**src/rtl/lfca_pkg.sv**
```systemverilog
// ----------------------------------------------------------------------------
// lfca_pkg: shared types and constants
// Request codes, status codes and the command word of the LRU tracker.
// ----------------------------------------------------------------------------
package lfca_pkg;

  localparam int FUNC_W     = 2;
  localparam int HANDLE_W   = 4;
  localparam int REQ_W      = 24;
  localparam int OFS_W      = 24;
  localparam int STATUS_W   = 3;
  localparam int LOW_W      = 24;
  localparam int CFG_W      = 25;
  localparam int ALIGN_BYTES = 16;
  localparam int LRU_IDX_W  = 6;

  localparam logic       REG_LOW_MARK  = 1'b0;
  localparam logic       REG_HIGH_MARK = 1'b1;
  localparam logic       KIND_ANSWER   = 1'b0;
  localparam logic       KIND_EVICT    = 1'b1;

  typedef enum logic [FUNC_W-1:0] {
    FN_ALLOC = 2'd0,
    FN_CHECK = 2'd1,
    FN_FREE  = 2'd2,
    FN_FLUSH = 2'd3
  } func_t;

  typedef enum logic [STATUS_W-1:0] {
    ST_OK        = 3'd0,
    ST_ALREADY   = 3'd1,
    ST_BAD_SIZE  = 3'd2,
    ST_NO_MEM    = 3'd3,
    ST_NOT_ALLOC = 3'd4
  } status_t;

  typedef enum logic [2:0] {
    LRU_NOP     = 3'd0,
    LRU_CLEAR   = 3'd1,
    LRU_TOUCH   = 3'd2,
    LRU_INSERT  = 3'd3,
    LRU_RELEASE = 3'd4
  } lru_cmd_t;

  typedef struct packed {
    lru_cmd_t               cmd;
    logic [LRU_IDX_W-1:0]   idx;
  } lru_op_t;

endpackage

```
**src/rtl/lfca_slot_mem.sv**
```systemverilog
// ----------------------------------------------------------------------------
// lfca_slot_mem: slot range store
// One write port and one read port with registered read data.
// ----------------------------------------------------------------------------
module lfca_slot_mem #(
  parameter int DEPTH = 16,
  parameter int IW    = 4,
  parameter int AW    = 24
) (
  input  logic          clk,
  input  logic          we,
  input  logic [IW-1:0] waddr,
  input  logic [AW-1:0] wstart,
  input  logic [AW:0]   wend,
  input  logic [IW-1:0] raddr,
  output logic [AW-1:0] rstart,
  output logic [AW:0]   rend
);

  logic [AW-1:0] start_mem [DEPTH];
  logic [AW:0]   end_mem   [DEPTH];

  always_ff @(posedge clk) begin
    if (we) begin
      start_mem[waddr] <= wstart;
      end_mem[waddr]   <= wend;
    end
    rstart <= start_mem[raddr];
    rend   <= end_mem[raddr];
  end

endmodule

```
**src/rtl/lfca_lru.sv**
```systemverilog
// ----------------------------------------------------------------------------
// lfca_lru: valid bits and recency ranks
// Rank 0 is the most recent entry; all ranks update in parallel per command.
// ----------------------------------------------------------------------------
module lfca_lru
  import lfca_pkg::*;
#(
  parameter  int NUM_HANDLES = 16,
  localparam int IW = (NUM_HANDLES > 1) ? $clog2(NUM_HANDLES) : 1
) (
  input  logic                   clk,
  input  logic                   rst_n,
  input  lru_op_t                op,
  output logic [NUM_HANDLES-1:0] valid,
  output logic [IW-1:0]          rank_sel
);

  logic [NUM_HANDLES-1:0] valid_r;
  logic [IW-1:0]          rank_r [NUM_HANDLES];
  logic [IW-1:0]          sidx;

  assign sidx     = op.idx[IW-1:0];
  assign rank_sel = rank_r[sidx];
  assign valid    = valid_r;

  always_ff @(posedge clk) begin
    if (!rst_n) begin
      valid_r <= '0;
    end else begin
      case (op.cmd)
        LRU_CLEAR:   valid_r       <= '0;
        LRU_INSERT:  valid_r[sidx] <= 1'b1;
        LRU_RELEASE: valid_r[sidx] <= 1'b0;
        default:     valid_r       <= valid_r;
      endcase
    end
  end

  always_ff @(posedge clk) begin
    for (int j = 0; j < NUM_HANDLES; j++) begin
      case (op.cmd)
        LRU_INSERT: begin
          if (IW'(j) == sidx) rank_r[j] <= '0;
          else if (valid_r[j]) rank_r[j] <= rank_r[j] + 1'b1;
        end
        LRU_TOUCH: begin
          if (IW'(j) == sidx) rank_r[j] <= '0;
          else if (valid_r[j] && rank_r[j] < rank_sel) rank_r[j] <= rank_r[j] + 1'b1;
        end
        LRU_RELEASE: begin
          if (valid_r[j] && IW'(j) != sidx && rank_r[j] > rank_sel)
            rank_r[j] <= rank_r[j] - 1'b1;
        end
        default: rank_r[j] <= rank_r[j];
      endcase
    end
  end

endmodule

```
**src/rtl/lru_first_fit_cache_allocator_core.sv**
```systemverilog
// ----------------------------------------------------------------------------
// lru_first_fit_cache_allocator_core: first-fit byte region allocator
// Places header-padded ranges first-fit between two marks, evicting the least
// recently used entry and reporting it whenever nothing fits (NO_MEM if none).
// ----------------------------------------------------------------------------
// A request takes one transfer in and gives one or more transfers out; the
// block takes no new request until its final answer sits in the output
// register. Flush, free and bad requests go straight to the answer, while a
// check first reads the slot. An alloc runs the shared compare unit over the
// slot store: each pass reads one slot per cycle and pushes the candidate
// position past every overlapping range; a pass without a move places the
// range, with at most NUM_HANDLES + 1 passes, and a candidate that ends past
// the high mark starts an eviction. Each eviction adds an oldest-entry scan,
// a read of that slot and an eviction note, plus a fresh search.
module lru_first_fit_cache_allocator_core
  import lfca_pkg::*;
#(
  parameter  int NUM_HANDLES  = 16,
  parameter  int ADDR_BITS    = 24,
  parameter  int HEADER_BYTES = 64,
  localparam int IW = (NUM_HANDLES > 1) ? $clog2(NUM_HANDLES) : 1
) (
  input  logic                clk,
  input  logic                rst_n,
  // request channel
  input  logic                in_valid,
  output logic                in_stall,
  input  logic [FUNC_W-1:0]   in_func,
  input  logic [HANDLE_W-1:0] in_handle,
  input  logic [REQ_W-1:0]    in_req_bytes,
  // result channel
  output logic                out_valid,
  input  logic                out_stall,
  output logic                out_kind,
  output logic [HANDLE_W-1:0] out_handle,
  output logic [OFS_W-1:0]    out_data_offset,
  output logic [STATUS_W-1:0] out_status,
  output logic                out_last,
  // configuration
  input  logic                cfg_we,
  input  logic                cfg_index,
  input  logic [CFG_W-1:0]    cfg_wdata
);

  // Arithmetic width: covers a position up to 2^ADDR_BITS plus the largest size.
  localparam int W = ((ADDR_BITS > REQ_W) ? ADDR_BITS : REQ_W) + 2;
  localparam logic [W-1:0] SPACE = {{(W-1){1'b0}}, 1'b1} << ADDR_BITS;
  localparam logic [IW-1:0] LAST_IDX = IW'(NUM_HANDLES - 1);

  typedef enum logic [9:0] {
    S_IDLE   = 10'b00_0000_0001,
    S_CHKRD  = 10'b00_0000_0010,
    S_CHK    = 10'b00_0000_0100,
    S_PREP   = 10'b00_0000_1000,
    S_FIT    = 10'b00_0001_0000,
    S_ORDER  = 10'b00_0010_0000,
    S_ORDEND = 10'b00_0100_0000,
    S_EVRD   = 10'b00_1000_0000,
    S_NOTE   = 10'b01_0000_0000,
    S_ANS    = 10'b10_0000_0000
  } state_t;

  // Control registers
  state_t        state_r, state_nxt;
  logic [LOW_W-1:0] low_r, low_nxt;
  logic [CFG_W-1:0] high_r, high_nxt;
  logic          a_done_r, a_done_nxt;
  logic          d_vld_r, d_vld_nxt;
  logic          moved_r, moved_nxt;
  logic          found_r, found_nxt;
  logic          out_valid_r, out_valid_nxt;

  // Payload registers
  logic [W-1:0]  size_r, size_nxt;
  logic [W-1:0]  p_r, p_nxt;
  logic [W-1:0]  pend_r, pend_nxt;
  logic [IW-1:0] sel_r, sel_nxt;
  logic [IW-1:0] a_r, a_nxt;
  logic [IW-1:0] d_idx_r, d_idx_nxt;
  logic [IW-1:0] o_r, o_nxt;
  logic [IW-1:0] best_idx_r, best_idx_nxt;
  logic [IW-1:0] best_rank_r, best_rank_nxt;
  logic [HANDLE_W-1:0] res_handle_r, res_handle_nxt;
  logic [OFS_W-1:0]    res_off_r, res_off_nxt;
  status_t       res_status_r, res_status_nxt;
  logic          out_kind_r, out_kind_nxt;
  logic [HANDLE_W-1:0] out_handle_r, out_handle_nxt;
  logic [OFS_W-1:0]    out_off_r, out_off_nxt;
  status_t       out_status_r, out_status_nxt;
  logic          out_last_r, out_last_nxt;

  // Datapath wires
  logic [W-1:0]        lo_w, hi_w, low_ext, high_ext;
  logic [W-1:0]        sz_sum, sz;
  logic [ADDR_BITS-1:0] q_start;
  logic [ADDR_BITS:0]  q_end;
  logic [W-1:0]        q_start_w, q_end_w;
  logic [OFS_W-1:0]    q_off, p_off;
  logic                hit, at_last, out_free;
  logic [IW-1:0]       hidx, own_idx, rd_addr;
  logic                mem_we;
  lru_op_t             lru_op;
  logic [NUM_HANDLES-1:0] slot_valid;
  logic [IW-1:0]       rank_sel;

  // Clamp the marks to the address space.
  assign low_ext  = W'(low_r);
  assign high_ext = W'(high_r);
  assign lo_w = (low_ext  < SPACE) ? low_ext  : SPACE;
  assign hi_w = (high_ext < SPACE) ? high_ext : SPACE;

  // Header plus payload, rounded up to the alignment.
  assign sz_sum = W'(in_req_bytes) + W'(HEADER_BYTES + ALIGN_BYTES - 1);
  assign sz     = sz_sum & ~W'(ALIGN_BYTES - 1);

  assign q_start_w = W'(q_start);
  assign q_end_w   = W'(q_end);
  assign q_off     = OFS_W'(q_start_w + W'(HEADER_BYTES));
  assign p_off     = OFS_W'(p_r + W'(HEADER_BYTES));

  assign hidx    = IW'(in_handle);
  assign own_idx = IW'(res_handle_r);
  assign rd_addr = (state_r == S_FIT) ? a_r : sel_r;

  // Shared compare unit: the slot read last cycle overlaps [p, pend).
  assign hit     = (state_r == S_FIT) && d_vld_r && slot_valid[d_idx_r] &&
                   (q_start_w < pend_r) && (q_end_w > p_r);
  assign at_last = d_vld_r && (d_idx_r == LAST_IDX);

  assign out_free = !out_valid_r || !out_stall;

  lfca_slot_mem #(
    .DEPTH (NUM_HANDLES),
    .IW    (IW),
    .AW    (ADDR_BITS)
  ) u_mem (
    .clk    (clk),
    .we     (mem_we),
    .waddr  (own_idx),
    .wstart (ADDR_BITS'(p_r)),
    .wend   ((ADDR_BITS + 1)'(pend_r)),
    .raddr  (rd_addr),
    .rstart (q_start),
    .rend   (q_end)
  );

  lfca_lru #(
    .NUM_HANDLES (NUM_HANDLES)
  ) u_lru (
    .clk      (clk),
    .rst_n    (rst_n),
    .op       (lru_op),
    .valid    (slot_valid),
    .rank_sel (rank_sel)
  );

  always_comb begin
    state_nxt      = state_r;
    low_nxt        = low_r;
    high_nxt       = high_r;
    a_done_nxt     = a_done_r;
    moved_nxt      = moved_r;
    found_nxt      = found_r;
    size_nxt       = size_r;
    p_nxt          = p_r;
    pend_nxt       = pend_r;
    sel_nxt        = sel_r;
    a_nxt          = a_r;
    o_nxt          = o_r;
    best_idx_nxt   = best_idx_r;
    best_rank_nxt  = best_rank_r;
    res_handle_nxt = res_handle_r;
    res_off_nxt    = res_off_r;
    res_status_nxt = res_status_r;
    lru_op.cmd     = LRU_NOP;
    lru_op.idx     = LRU_IDX_W'(sel_r);
    mem_we         = 1'b0;

    // Issue pipeline: a read issued this cycle returns data next cycle.
    d_vld_nxt = (state_r == S_FIT) && !a_done_r;
    d_idx_nxt = a_r;

    out_valid_nxt  = out_valid_r && out_stall;
    out_kind_nxt   = out_kind_r;
    out_handle_nxt = out_handle_r;
    out_off_nxt    = out_off_r;
    out_status_nxt = out_status_r;
    out_last_nxt   = out_last_r;

    if (cfg_we) begin
      if (cfg_index == REG_LOW_MARK) low_nxt = cfg_wdata[LOW_W-1:0];
      else high_nxt = cfg_wdata;
    end

    case (state_r)
      S_IDLE: begin
        if (in_valid) begin
          res_handle_nxt = in_handle;
          res_off_nxt    = '0;
          res_status_nxt = ST_OK;
          sel_nxt        = hidx;
          p_nxt          = lo_w;
          size_nxt       = sz;
          state_nxt      = S_ANS;
          if (func_t'(in_func) == FN_FLUSH) begin
            lru_op.cmd = LRU_CLEAR;
          end else if (int'(in_handle) >= NUM_HANDLES) begin
            res_status_nxt = ST_NOT_ALLOC;
          end else begin
            case (func_t'(in_func))
              FN_CHECK: begin
                if (!slot_valid[hidx]) res_status_nxt = ST_NOT_ALLOC;
                else state_nxt = S_CHKRD;
              end
              FN_FREE: begin
                if (!slot_valid[hidx]) begin
                  res_status_nxt = ST_NOT_ALLOC;
                end else begin
                  lru_op.cmd = LRU_RELEASE;
                  lru_op.idx = LRU_IDX_W'(hidx);
                end
              end
              FN_ALLOC: begin
                if (slot_valid[hidx]) res_status_nxt = ST_ALREADY;
                else if (in_req_bytes == '0) res_status_nxt = ST_BAD_SIZE;
                else state_nxt = S_PREP;
              end
              default: res_status_nxt = ST_NOT_ALLOC;
            endcase
          end
        end
      end

      S_CHKRD: state_nxt = S_CHK;

      S_CHK: begin
        lru_op.cmd  = LRU_TOUCH;
        res_off_nxt = q_off;
        state_nxt   = S_ANS;
      end

      S_PREP: begin
        pend_nxt   = p_r + size_r;
        a_nxt      = '0;
        a_done_nxt = 1'b0;
        moved_nxt  = 1'b0;
        state_nxt  = S_FIT;
      end

      S_FIT: begin
        if (!a_done_r) begin
          if (a_r == LAST_IDX) a_done_nxt = 1'b1;
          else a_nxt = a_r + 1'b1;
        end
        // Push the candidate past the overlapping range.
        if (hit) begin
          p_nxt     = q_end_w;
          pend_nxt  = q_end_w + size_r;
          moved_nxt = 1'b1;
        end
        if (at_last) begin
          if (pend_r > hi_w) begin
            // The candidate only grows, so this search cannot succeed.
            o_nxt     = '0;
            found_nxt = 1'b0;
            state_nxt = S_ORDER;
          end else if (hit || moved_r) begin
            a_nxt      = '0;
            a_done_nxt = 1'b0;
            moved_nxt  = 1'b0;
          end else begin
            lru_op.cmd  = LRU_INSERT;
            lru_op.idx  = LRU_IDX_W'(own_idx);
            mem_we      = 1'b1;
            res_off_nxt = p_off;
            state_nxt   = S_ANS;
          end
        end
      end

      S_ORDER: begin
        lru_op.idx = LRU_IDX_W'(o_r);
        if (slot_valid[o_r] && (!found_r || rank_sel > best_rank_r)) begin
          found_nxt     = 1'b1;
          best_idx_nxt  = o_r;
          best_rank_nxt = rank_sel;
        end
        if (o_r == LAST_IDX) state_nxt = S_ORDEND;
        else o_nxt = o_r + 1'b1;
      end

      S_ORDEND: begin
        if (!found_r) begin
          res_status_nxt = ST_NO_MEM;
          res_off_nxt    = '0;
          state_nxt      = S_ANS;
        end else begin
          sel_nxt   = best_idx_r;
          state_nxt = S_EVRD;
        end
      end

      S_EVRD: state_nxt = S_NOTE;

      S_NOTE: begin
        if (out_free) begin
          out_valid_nxt  = 1'b1;
          out_kind_nxt   = KIND_EVICT;
          out_handle_nxt = HANDLE_W'(sel_r);
          out_off_nxt    = q_off;
          out_status_nxt = ST_OK;
          out_last_nxt   = 1'b0;
          lru_op.cmd     = LRU_RELEASE;
          p_nxt          = lo_w;
          state_nxt      = S_PREP;
        end
      end

      S_ANS: begin
        if (out_free) begin
          out_valid_nxt  = 1'b1;
          out_kind_nxt   = KIND_ANSWER;
          out_handle_nxt = res_handle_r;
          out_off_nxt    = res_off_r;
          out_status_nxt = res_status_r;
          out_last_nxt   = 1'b1;
          state_nxt      = S_IDLE;
        end
      end

      default: state_nxt = S_IDLE;
    endcase
  end

  always_ff @(posedge clk) begin
    if (!rst_n) begin
      state_r     <= S_IDLE;
      low_r       <= '0;
      high_r      <= CFG_W'(25'h100_0000);
      a_done_r    <= 1'b1;
      d_vld_r     <= 1'b0;
      moved_r     <= 1'b0;
      found_r     <= 1'b0;
      out_valid_r <= 1'b0;
    end else begin
      state_r     <= state_nxt;
      low_r       <= low_nxt;
      high_r      <= high_nxt;
      a_done_r    <= a_done_nxt;
      d_vld_r     <= d_vld_nxt;
      moved_r     <= moved_nxt;
      found_r     <= found_nxt;
      out_valid_r <= out_valid_nxt;
    end
  end

  always_ff @(posedge clk) begin
    size_r       <= size_nxt;
    p_r          <= p_nxt;
    pend_r       <= pend_nxt;
    sel_r        <= sel_nxt;
    a_r          <= a_nxt;
    d_idx_r      <= d_idx_nxt;
    o_r          <= o_nxt;
    best_idx_r   <= best_idx_nxt;
    best_rank_r  <= best_rank_nxt;
    res_handle_r <= res_handle_nxt;
    res_off_r    <= res_off_nxt;
    res_status_r <= res_status_nxt;
    out_kind_r   <= out_kind_nxt;
    out_handle_r <= out_handle_nxt;
    out_off_r    <= out_off_nxt;
    out_status_r <= out_status_nxt;
    out_last_r   <= out_last_nxt;
  end

  // Hold requests while a request is in flight.
  assign in_stall        = (state_r != S_IDLE);
  assign out_valid       = out_valid_r;
  assign out_kind        = out_kind_r;
  assign out_handle      = out_handle_r;
  assign out_data_offset = out_off_r;
  assign out_status      = out_status_r;
  assign out_last        = out_last_r;

endmodule
```
**config.mk**
```make
export PLATFORM = sky130hd
export DESIGN_NAME = lru_first_fit_cache_allocator_core
export DESIGN_NICKNAME = d
export VERILOG_FILES = /design/src/rtl/lfca_pkg.sv /design/src/rtl/lfca_slot_mem.sv /design/src/rtl/lfca_lru.sv /design/src/rtl/lru_first_fit_cache_allocator_core.sv
export SDC_FILE = /design/constraint.sdc
export NUM_CORES = 2
export LEC_CHECK = 0
export BUFFER_PORTS_ARGS = -buffer_cell sky130_fd_sc_hd__buf_2
export CAP_MARGIN = 20
export CORE_ASPECT_RATIO = 0.5
export CORE_UTILIZATION = 30
export CTS_CLUSTER_SIZE = 28
export DETAILED_ROUTE_END_ITERATION = 12
export SLEW_MARGIN = 30
export SYNTH_ARGS = -nofsm -noshare
export SYNTH_HDL_FRONTEND = slang
export SYNTH_SLANG_ARGS = --single-unit
export TNS_END_PERCENT = 5
```
**constraint.sdc**
```tcl
create_clock -name clk -period 7.2 [get_ports clk]
set_input_delay 0.72 -clock clk [delete_from_list [all_inputs] [get_ports clk]]
set_output_delay 0.72 -clock clk [all_outputs]
set_load 0.02 [all_outputs]
```
== Word level (Yosys, flattened, before mapping) ==
Memories as Yosys holds them, arrays and structs flattened. A register that Yosys moved wholly into a read port is not among the register bits.
Cells that the tools add are included.

* Flip-flop bits (word level): 242
* Bits in latches: 0
* Memory bits (writable): 848
* ROM bits: 0
* Output and inout port bits: 35
* Word-level logic and storage cells: 794
* Memories: 3

{| class="wikitable"
|+ Memory list
! name !! depth !! bits a word !! read ports !! clocked after Yosys merged registers in !! write ports !! RTL line !! text
|-
| u_mem.end_mem || 16 || 25 || 1 || 1 || 1 || lfca_slot_mem.sv:21 || <nowiki>logic [AW:0] end_mem [DEPTH];</nowiki>
|-
| u_mem.start_mem || 16 || 24 || 1 || 1 || 1 || lfca_slot_mem.sv:20 || <nowiki>logic [AW-1:0] start_mem [DEPTH];</nowiki>
|-
| u_lru.rank_r || 16 || 4 || 17 || 0 || 16 || lfca_lru.sv:19 || <nowiki>logic [IW-1:0] rank_r [NUM_HANDLES];</nowiki>
|}

* Add/subtract/negate cells: 39
* $mul: 0
* Divide/modulo/power cells: 0
* $lt $le $gt $ge: 43
* Eq/ne operators: 65
* Shift-type cells: 0
* Mux-type cells: 443
* Bitwise gates (word level): 84
* Reductions and logical operators: 91

{| class="wikitable"
|+ Operator list
! cell !! number
|-
| $mux W4 || 93
|-
| $mux W1 || 283
|-
| $mux W24 || 7
|-
| $mux W10 || 12
|-
| $mux W26 || 4
|-
| $pmux W10 S10 || 1
|-
| $pmux W24 S4 || 1
|-
| $or A1 B1 Y1 || 80
|-
| $pmux W26 S3 || 1
|-
| $add A4 B1 Y4 const B || 18
|-
| $gt A4 B4 Y1 || 17
|-
| $lt A4 B4 Y1 || 16
|-
| $sub A4 B1 Y4 const B || 16
|-
| $logic_and A1 B1 Y1 || 57
|-
| $pmux W26 S2 || 1
|-
| $mux W25 || 2
|-
| $add A24 B7 Y24 const B || 2
|-
| $pmux W16 S3 || 1
|-
| $pmux W24 S2 || 1
|-
| $mux W9 || 5
|-
| $eq A4 B4 Y1 const A || 8
|-
| $ne A4 B4 Y1 const A || 8
|-
| $pmux W4 S2 || 4
|-
| $add A25 B26 Y26 || 1
|-
| other kinds (64) || 126
|}

== Depth between registers and ports, before layout ==
An unclocked memory read counts as a cell.

* Depth in word-level cells: 20
* Depth in mapped cells: 29
* Depth with buffers taken out: 26

== Cells and area by module ==
From an unflattened synthesis, not the netlist that was laid out.

* Cells, all modules: 3,447
* Area total of the unflattened synthesis: 50,764.9 µm²

{| class="wikitable"
|+ By module, submodules not included
! module !! instances !! cells an instance !! area an instance (µm²) !! seq. area each (µm²)
|-
| lfca_slot_mem || 1 || 1,268 || 30,336.6 || 24,523.5
|-
| lru_first_fit_cache_allocator_core || 1 || 1,372 || 13,008.7 || 6,045.8
|-
| lfca_lru || 1 || 807 || 7,419.6 || 2,242.2
|}

== Worst setup path before layout ==
No wires, ideal clock.

* Path kind: reg-to-reg
* From: register high_r[24]
* To: memory u_mem.end_mem[3][0] (netlist name) (enable)
* Library setup time: 0.516 ns
* Arrival: 6.957 ns
* Slack: -0.273 ns
* Cell stages (with the launch flop): 16
* Path buffers: 3
* Period minus slack after synthesis: 7.473 ns
* Cell sequence: dfxtp_1 > inv_2 > clkbuf_1 > nand2_1 > ha_1 > a2111oi_0 > o21ai_1 > o311a_1 > a211o_1 > a21oi_1 > nand3_1 > nor2_1 > clkbuf_1 > clkbuf_1 > nand3_1 > nor3_1

* Cells in the longest elaborated chain, start to end: 8

{| class="wikitable"
|+ RTL lines
! what !! RTL line !! text
|-
| from (decl) || lru_first_fit_cache_allocator_core.sv:66 || <nowiki>logic [CFG_W-1:0] high_r, high_nxt;</nowiki>
|-
| from (signal assigned) || lru_first_fit_cache_allocator_core.sv:339 || <nowiki>high_r <= CFG_W'(25'h100_0000);</nowiki>
|-
| from (signal assigned) || lru_first_fit_cache_allocator_core.sv:348 || <nowiki>high_r <= high_nxt;</nowiki>
|-
| $lt A25 B25 Y1 || lru_first_fit_cache_allocator_core.sv:110 || <nowiki>assign hi_w = (high_ext < SPACE) ? high_ext : SPACE;</nowiki>
|-
| $mux W25 * || lru_first_fit_cache_allocator_core.sv:110 ||
|-
| $gt A26 B25 Y1 * || lru_first_fit_cache_allocator_core.sv:262 || <nowiki>if (pend_r > hi_w) begin</nowiki>
|-
| $mux W1 * || lru_first_fit_cache_allocator_core.sv:262 ||
|-
| $mux W1 * || lru_first_fit_cache_allocator_core.sv:261 || <nowiki>if (at_last) begin</nowiki>
|-
| $mux W1 * || lru_first_fit_cache_allocator_core.sv:195 || <nowiki>case (state_r)</nowiki>
|-
| $mux W1 * || lfca_slot_mem.sv:24 || <nowiki>if (we) begin</nowiki>
|-
| $mux W1 (implied by the code) * || lfca_slot_mem.sv:26 || <nowiki>end_mem[waddr] <= wend;</nowiki>
|-
| to (decl) || lfca_slot_mem.sv:21 ||
|}

Every way passes the cells marked *; elsewhere a longest branch is shown, timed or not.

==> out/summary.md <==
The run finished with clean final reports. The number of port buffers came out at 95. TritonCTS built the clock tree. The internal reg-to-reg setup slack was 0.25 ns. The tree is rooted in a sky130_fd_sc_hd__clkbuf_16. The worst path needs 6.95 ns of the cycle, external delays included.

The fraction of met2 tracks used by global routing is 0.266. Among all stages on the critical path, the largest delay is contributed by sky130_fd_sc_hd__edfxtp_1. The cell repeated most along the worst path was sky130_fd_sc_hd__nand2b_1.

For this run, the number of Yosys warnings is 0. The die covers 0.174 mm². The final critical-path share of the clock period works out to 0.965. For this block, the initial DRC count from the detailed router was 3609. Cell internal power was estimated by the tool at 0.0123 W. STA classifies the critical path startpoint as a register.

The clock passes through at most 3 buffers. Data on the critical path is required at its endpoint by 7.77 ns. For the worst-skew pair, the clock arrives at the later sink with an insertion delay of 0.77 ns. After the last flow step, the layout net total stands at 4050. The worst hold path belongs to the class in2reg. The tools report the global router's overall resource usage as 0.162. The max-slew violation count is 0. The placeable core region came out at 0.171 mm². The part of the total power dissipated in the clock network was 0.352. The run gives 0.0769 ns as the worst clock skew on the final layout.

Compared with the post-synthesis result, the final layout area differs by 15.4%. The summed instance area of the synthesized netlist is 0.0516 mm², and the total of endpoints with negative setup slack in the final report is 0. The fraction of registers with async set/reset is 0, and the final standard cell count with taps included and fillers excluded is 6173.

After detailed routing, the number of remaining DRC violations is 0. Derived from the worst setup path, the maximum achievable clock frequency is 144 MHz. The instance count of the mapped netlist came out at 3609. The first global-routing pass estimated 211000 µm of wire. In this run, synthesis inferred 1004 flip-flops with an integrated enable. The met3 global-route usage was 0.0247; the clock transition time at the flip-flop clock pins of the worst setup and hold paths was 0.07 ns. In the final routed layout, each cell accounts on average for 23.3 µm. The tools report the category of the worst setup path capture point as a register. The run gives 0.377 as the worst slew slack as a fraction of its limit. Wires add up to 144000 µm. Buffers plus inverters on the worst setup path: 2. The worst hold path terminates at low_r[22]$_SDFFE_PN0P_. For the leakage power, the log shows 20.4 nW. The tools report the number of antenna violations at the first check in global routing as 6. For the clock buffer count from CTS, the log shows 109. The setup path with the least slack is of type reg2reg. The via count of the first global-routing pass came out at 31940. Hold is met by 0.222 ns. The maximum fanout count along the critical path was 18.

Power spread over the standard cell area amounts to 288 mW/mm². The remaining antenna violation count was 0; the count of pins on the block boundary was 96. The tools report the final hold violation count as 0. The slew at the pin closest to its max-slew limit was 0.935 ns; the routed via count was 32675. The H-tree was split into 3 levels. The run gives 0.303 as the initial core utilization. After clock tree synthesis, the flow added hold-fix buffers numbering 0. The analysis attributes to net switching a power of 0.00491 W. The combinational share of power was 0.191; the final HPWL from detailed placement was 90900 µm. In this run the horizontal extent of the chip is 589 µm. Among all flip-flop cells after synthesis, the most frequent one is sky130_fd_sc_hd__edfxtp_1.

The share of total power in sequential cells was 0.456. For the final cell area excluding filler cells, the log shows 0.0596 mm². The utilization after layout is 0.349. The number of placed instances, taps included, is 5958. The beginning of the worst hold path was cfg_wdata[22].

The post-synthesis register bit count was 1137; the count of cells along the worst hold path was 3. Dividing the detail-routed via count by the number of cells gives 5.29. Entering global routing, the biggest net connects 99 pins. Data arrives at the worst endpoint at 7.52 ns. The completed layout was analyzed and its total power is 0.0172 W.

The count of unique library cells instantiated by Yosys is 84, and the average size of a mapped cell is 14.3 µm². In this run the cell area measured after placement is 0.0557 mm². The post-synthesis net count was 3873. The share of cells above drive strength 1 is 0.178, and the residual overflow from global routing is 0.

Across the VDD grid, the largest voltage drop is 218 µV. The die height came out at 295 µm. The critical register-to-register path endpoint is u_lru.rank_r[14][3]$_DFFE_PP_.

The global placer's final weighted congestion is 0.910. The cell class contributing the biggest share of worst-path delay is compound AO/OA/AOI/OAI gates. After synthesis, the cell types taking the most area are sky130_fd_sc_hd__edfxtp_1 (58%), sky130_fd_sc_hd__mux4_2 (9.4%), sky130_fd_sc_hd__dfxtp_1 (5.2%), sky130_fd_sc_hd__ha_1 (4.9%), sky130_fd_sc_hd__nand2_1 (3.2%). The tools report the number of clock sinks as 1137. met2 is the most crowded layer. The switching share of power works out to 0.286.

The fraction of post-synthesis cell area in the top cell type by area is 0.584. The biggest area contributor in the post-synthesis netlist is sky130_fd_sc_hd__edfxtp_1. Measured in cells, the most critical reg-to-reg path has a length of 26. The worst register-to-register path begins at pend_r[9]$_DFFE_PP_. Count of TritonRoute iterations in the first routing pass: 6.

The tools report the max-cap violation count as 0. The longest individual stage delay on the worst path works out to 0.67 ns. The run gives 0.224 as the met1 demand-to-capacity share in global routing.

The sequential area share after synthesis is 0.635, and the placement row count is 107.
flip-flops by register name, summed over array words and instances (netlist names), 10 cells and up:
signal           count
out_data_offset     24
u_lru.valid         16
u_mem.start_mem    384
size_r              21
res_off_r           24
u_lru.rank_r        64
u_mem.rstart        24
u_mem.end_mem      400
pend_r              26
high_r              25
low_r               24
state_r             10
p_r                 25
u_mem.rend          25
per-layer routing:
| metal | up-vias | part of all wire |
|---|---|---|
| li1 | 14379 | - |
| met2 | 1251 | 0.47 |
| met5 | - | 0 |
| met3 | 218 | 0.070 |
| met4 | 0 | 0.029 |
| met1 | 16827 | 0.43 |
how the worst max path moves through the flow:
stage	to	start	slack, ns	cells past startpoint
2_1_floorplan	u_mem.end_mem[2][0]$_DFFE_PP_	high_r[24]$_SDFFE_PN1P_	-0.27	15
3_3_place_gp	u_lru.rank_r[7][3]$_DFFE_PP_	pend_r[9]$_DFFE_PP_	0.36	25
3_5_place_dp	u_lru.rank_r[12][3]$_DFFE_PP_	pend_r[8]$_DFFE_PP_	0.06	25
4_1_cts	u_lru.rank_r[12][3]$_DFFE_PP_	pend_r[9]$_DFFE_PP_	0.02	25
5_1_grt	u_lru.rank_r[12][3]$_DFFE_PP_	pend_r[9]$_DFFE_PP_	-0.03	25
6_report	u_lru.rank_r[14][3]$_DFFE_PP_	pend_r[9]$_DFFE_PP_	0.25	26
synthesized netlist by cell type, types with 6 or more instances:
| master | number |
|---|---|
| sky130_fd_sc_hd__ha_1 | 202 |
| sky130_fd_sc_hd__or3_1 | 8 |
| sky130_fd_sc_hd__o21bai_1 | 9 |
| sky130_fd_sc_hd__and4_1 | 11 |
| sky130_fd_sc_hd__mux4_2 | 215 |
| sky130_fd_sc_hd__nand4_1 | 32 |
| sky130_fd_sc_hd__a21boi_0 | 65 |
| sky130_fd_sc_hd__o21ai_1 | 7 |
| sky130_fd_sc_hd__buf_1 | 23 |
| sky130_fd_sc_hd__o2111ai_1 | 7 |
| sky130_fd_sc_hd__a221oi_1 | 12 |
| sky130_fd_sc_hd__o21ai_0 | 142 |
| sky130_fd_sc_hd__clkbuf_1 | 119 |
| sky130_fd_sc_hd__nand2b_1 | 51 |
| sky130_fd_sc_hd__a21oi_1 | 120 |
| sky130_fd_sc_hd__edfxtp_1 | 1004 |
| sky130_fd_sc_hd__o211ai_1 | 14 |
| sky130_fd_sc_hd__a31oi_1 | 58 |
| sky130_fd_sc_hd__dfxtp_1 | 133 |
| sky130_fd_sc_hd__inv_1 | 138 |
| sky130_fd_sc_hd__nand3_1 | 42 |
| sky130_fd_sc_hd__and2_1 | 71 |
| sky130_fd_sc_hd__o32a_1 | 8 |
| sky130_fd_sc_hd__nor3_1 | 33 |
| sky130_fd_sc_hd__a21o_1 | 18 |
| sky130_fd_sc_hd__xnor2_1 | 53 |
| sky130_fd_sc_hd__nor4_1 | 19 |
| sky130_fd_sc_hd__xor2_1 | 21 |
| sky130_fd_sc_hd__o22ai_1 | 31 |
| sky130_fd_sc_hd__buf_2 | 12 |
| sky130_fd_sc_hd__nand2_1 | 437 |
| sky130_fd_sc_hd__o22a_1 | 21 |
| sky130_fd_sc_hd__mux2i_1 | 19 |
| sky130_fd_sc_hd__a211oi_1 | 62 |
| sky130_fd_sc_hd__mux2_2 | 6 |
| sky130_fd_sc_hd__nor2b_1 | 29 |
| sky130_fd_sc_hd__a41o_1 | 6 |
| sky130_fd_sc_hd__nor2_1 | 165 |
| sky130_fd_sc_hd__o21a_1 | 25 |
| sky130_fd_sc_hd__o221ai_1 | 28 |
| sky130_fd_sc_hd__and3_1 | 22 |
kinds of logic after synthesis:
family,after synthesis,synth area share
DFF,1137,0.635
and+or+nand+nor,950,0.0862
AOI/OAI and AO/OA,703,0.0932
buffers and inverters,298,0.0225
muxes,244,0.101
adders and majority gates,203,0.0493
xor gates and xnor gates,74,0.0126
stage by stage:
step / TNS (ns) / setup slack (ns)
after floorplan: -13.35 / -0.273
after global placement: 0 / 0.358
after detailed placement: 0 / 0.0613
after CTS: 0 / 0.0162
after global routing: -0.0303 / -0.0303
final: 0 / 0.252
power groups by stage:
| stage | sequential (W) | combinational (W) | clock (W) |
|---|---|---|---|
| floorplan | 0.00793 | 0.00207 | 0 |
| global placement | 0.00798 | 0.00316 | 0 |
| detailed placement | 0.00798 | 0.00323 | 0 |
| CTS | 0.00784 | 0.00325 | 0.00614 |
| global route | 0.00785 | 0.00360 | 0.00640 |
| finish | 0.00785 | 0.00329 | 0.00605 |
worst min-delay path: stages:
cell and delay [ns]:
sky130_fd_sc_hd__buf_2 0.10, sky130_fd_sc_hd__nand2_1 0.04, sky130_fd_sc_hd__a21boi_0 0.06
cells in the final DEF (no fill, tap or decap), types with 14 or more instances in the layout:
cell                        synthesis  final
sky130_fd_sc_hd__a211oi_1          62     62
sky130_fd_sc_hd__nand4_1           32     32
sky130_fd_sc_hd__mux4_2           215    215
sky130_fd_sc_hd__and3_1            22     22
sky130_fd_sc_hd__o21a_1            25     25
sky130_fd_sc_hd__nand2b_1          51     51
sky130_fd_sc_hd__a21boi_0          65     65
sky130_fd_sc_hd__ha_1             202    202
sky130_fd_sc_hd__nand3_1           42     42
sky130_fd_sc_hd__clkbuf_1         119     25
sky130_fd_sc_hd__clkinv_2           0     20
sky130_fd_sc_hd__a21o_1            18     18
sky130_fd_sc_hd__a31oi_1           58     58
sky130_fd_sc_hd__nor4_1            19     19
sky130_fd_sc_hd__dfxtp_1          133    133
sky130_fd_sc_hd__o22ai_1           31     31
sky130_fd_sc_hd__xor2_1            21     21
sky130_fd_sc_hd__nor2_1           165    149
sky130_fd_sc_hd__o211ai_1          14     14
sky130_fd_sc_hd__and2_1            71     71
sky130_fd_sc_hd__inv_1            138    138
sky130_fd_sc_hd__clkbuf_16          0    114
sky130_fd_sc_hd__nand2_1          437    437
sky130_fd_sc_hd__xnor2_1           53     53
sky130_fd_sc_hd__nor3_1            33     28
sky130_fd_sc_hd__edfxtp_1        1004   1004
sky130_fd_sc_hd__mux2i_1           19     15
sky130_fd_sc_hd__o221ai_1          28     27
sky130_fd_sc_hd__o21ai_0          142    142
sky130_fd_sc_hd__o22a_1            21     21
sky130_fd_sc_hd__buf_2             12     95
sky130_fd_sc_hd__a21oi_1          120    117
sky130_fd_sc_hd__nor2b_1           29     29
sky130_fd_sc_hd__buf_4              1    114
area by class of cell:
cell class | instances | area, µm²
fillers | 16261 | 111000
flip-flops and latches | 1137 | 32800
diodes | 2 | 5.00
multi-input cells | 2174 | 17900
repair buffers | 224 | 1630
clock inverters | 57 | 722
well taps | 2289 | 2860
clock buffers | 150 | 3080
inverters | 140 | 526
timing repair:
action                                  in CTS  in global routing
endpoints found under the setup margin       0                 88
buffers inserted                             0                  4
resized for setup                            0                  7
Power figures use the tool's default switching activity.
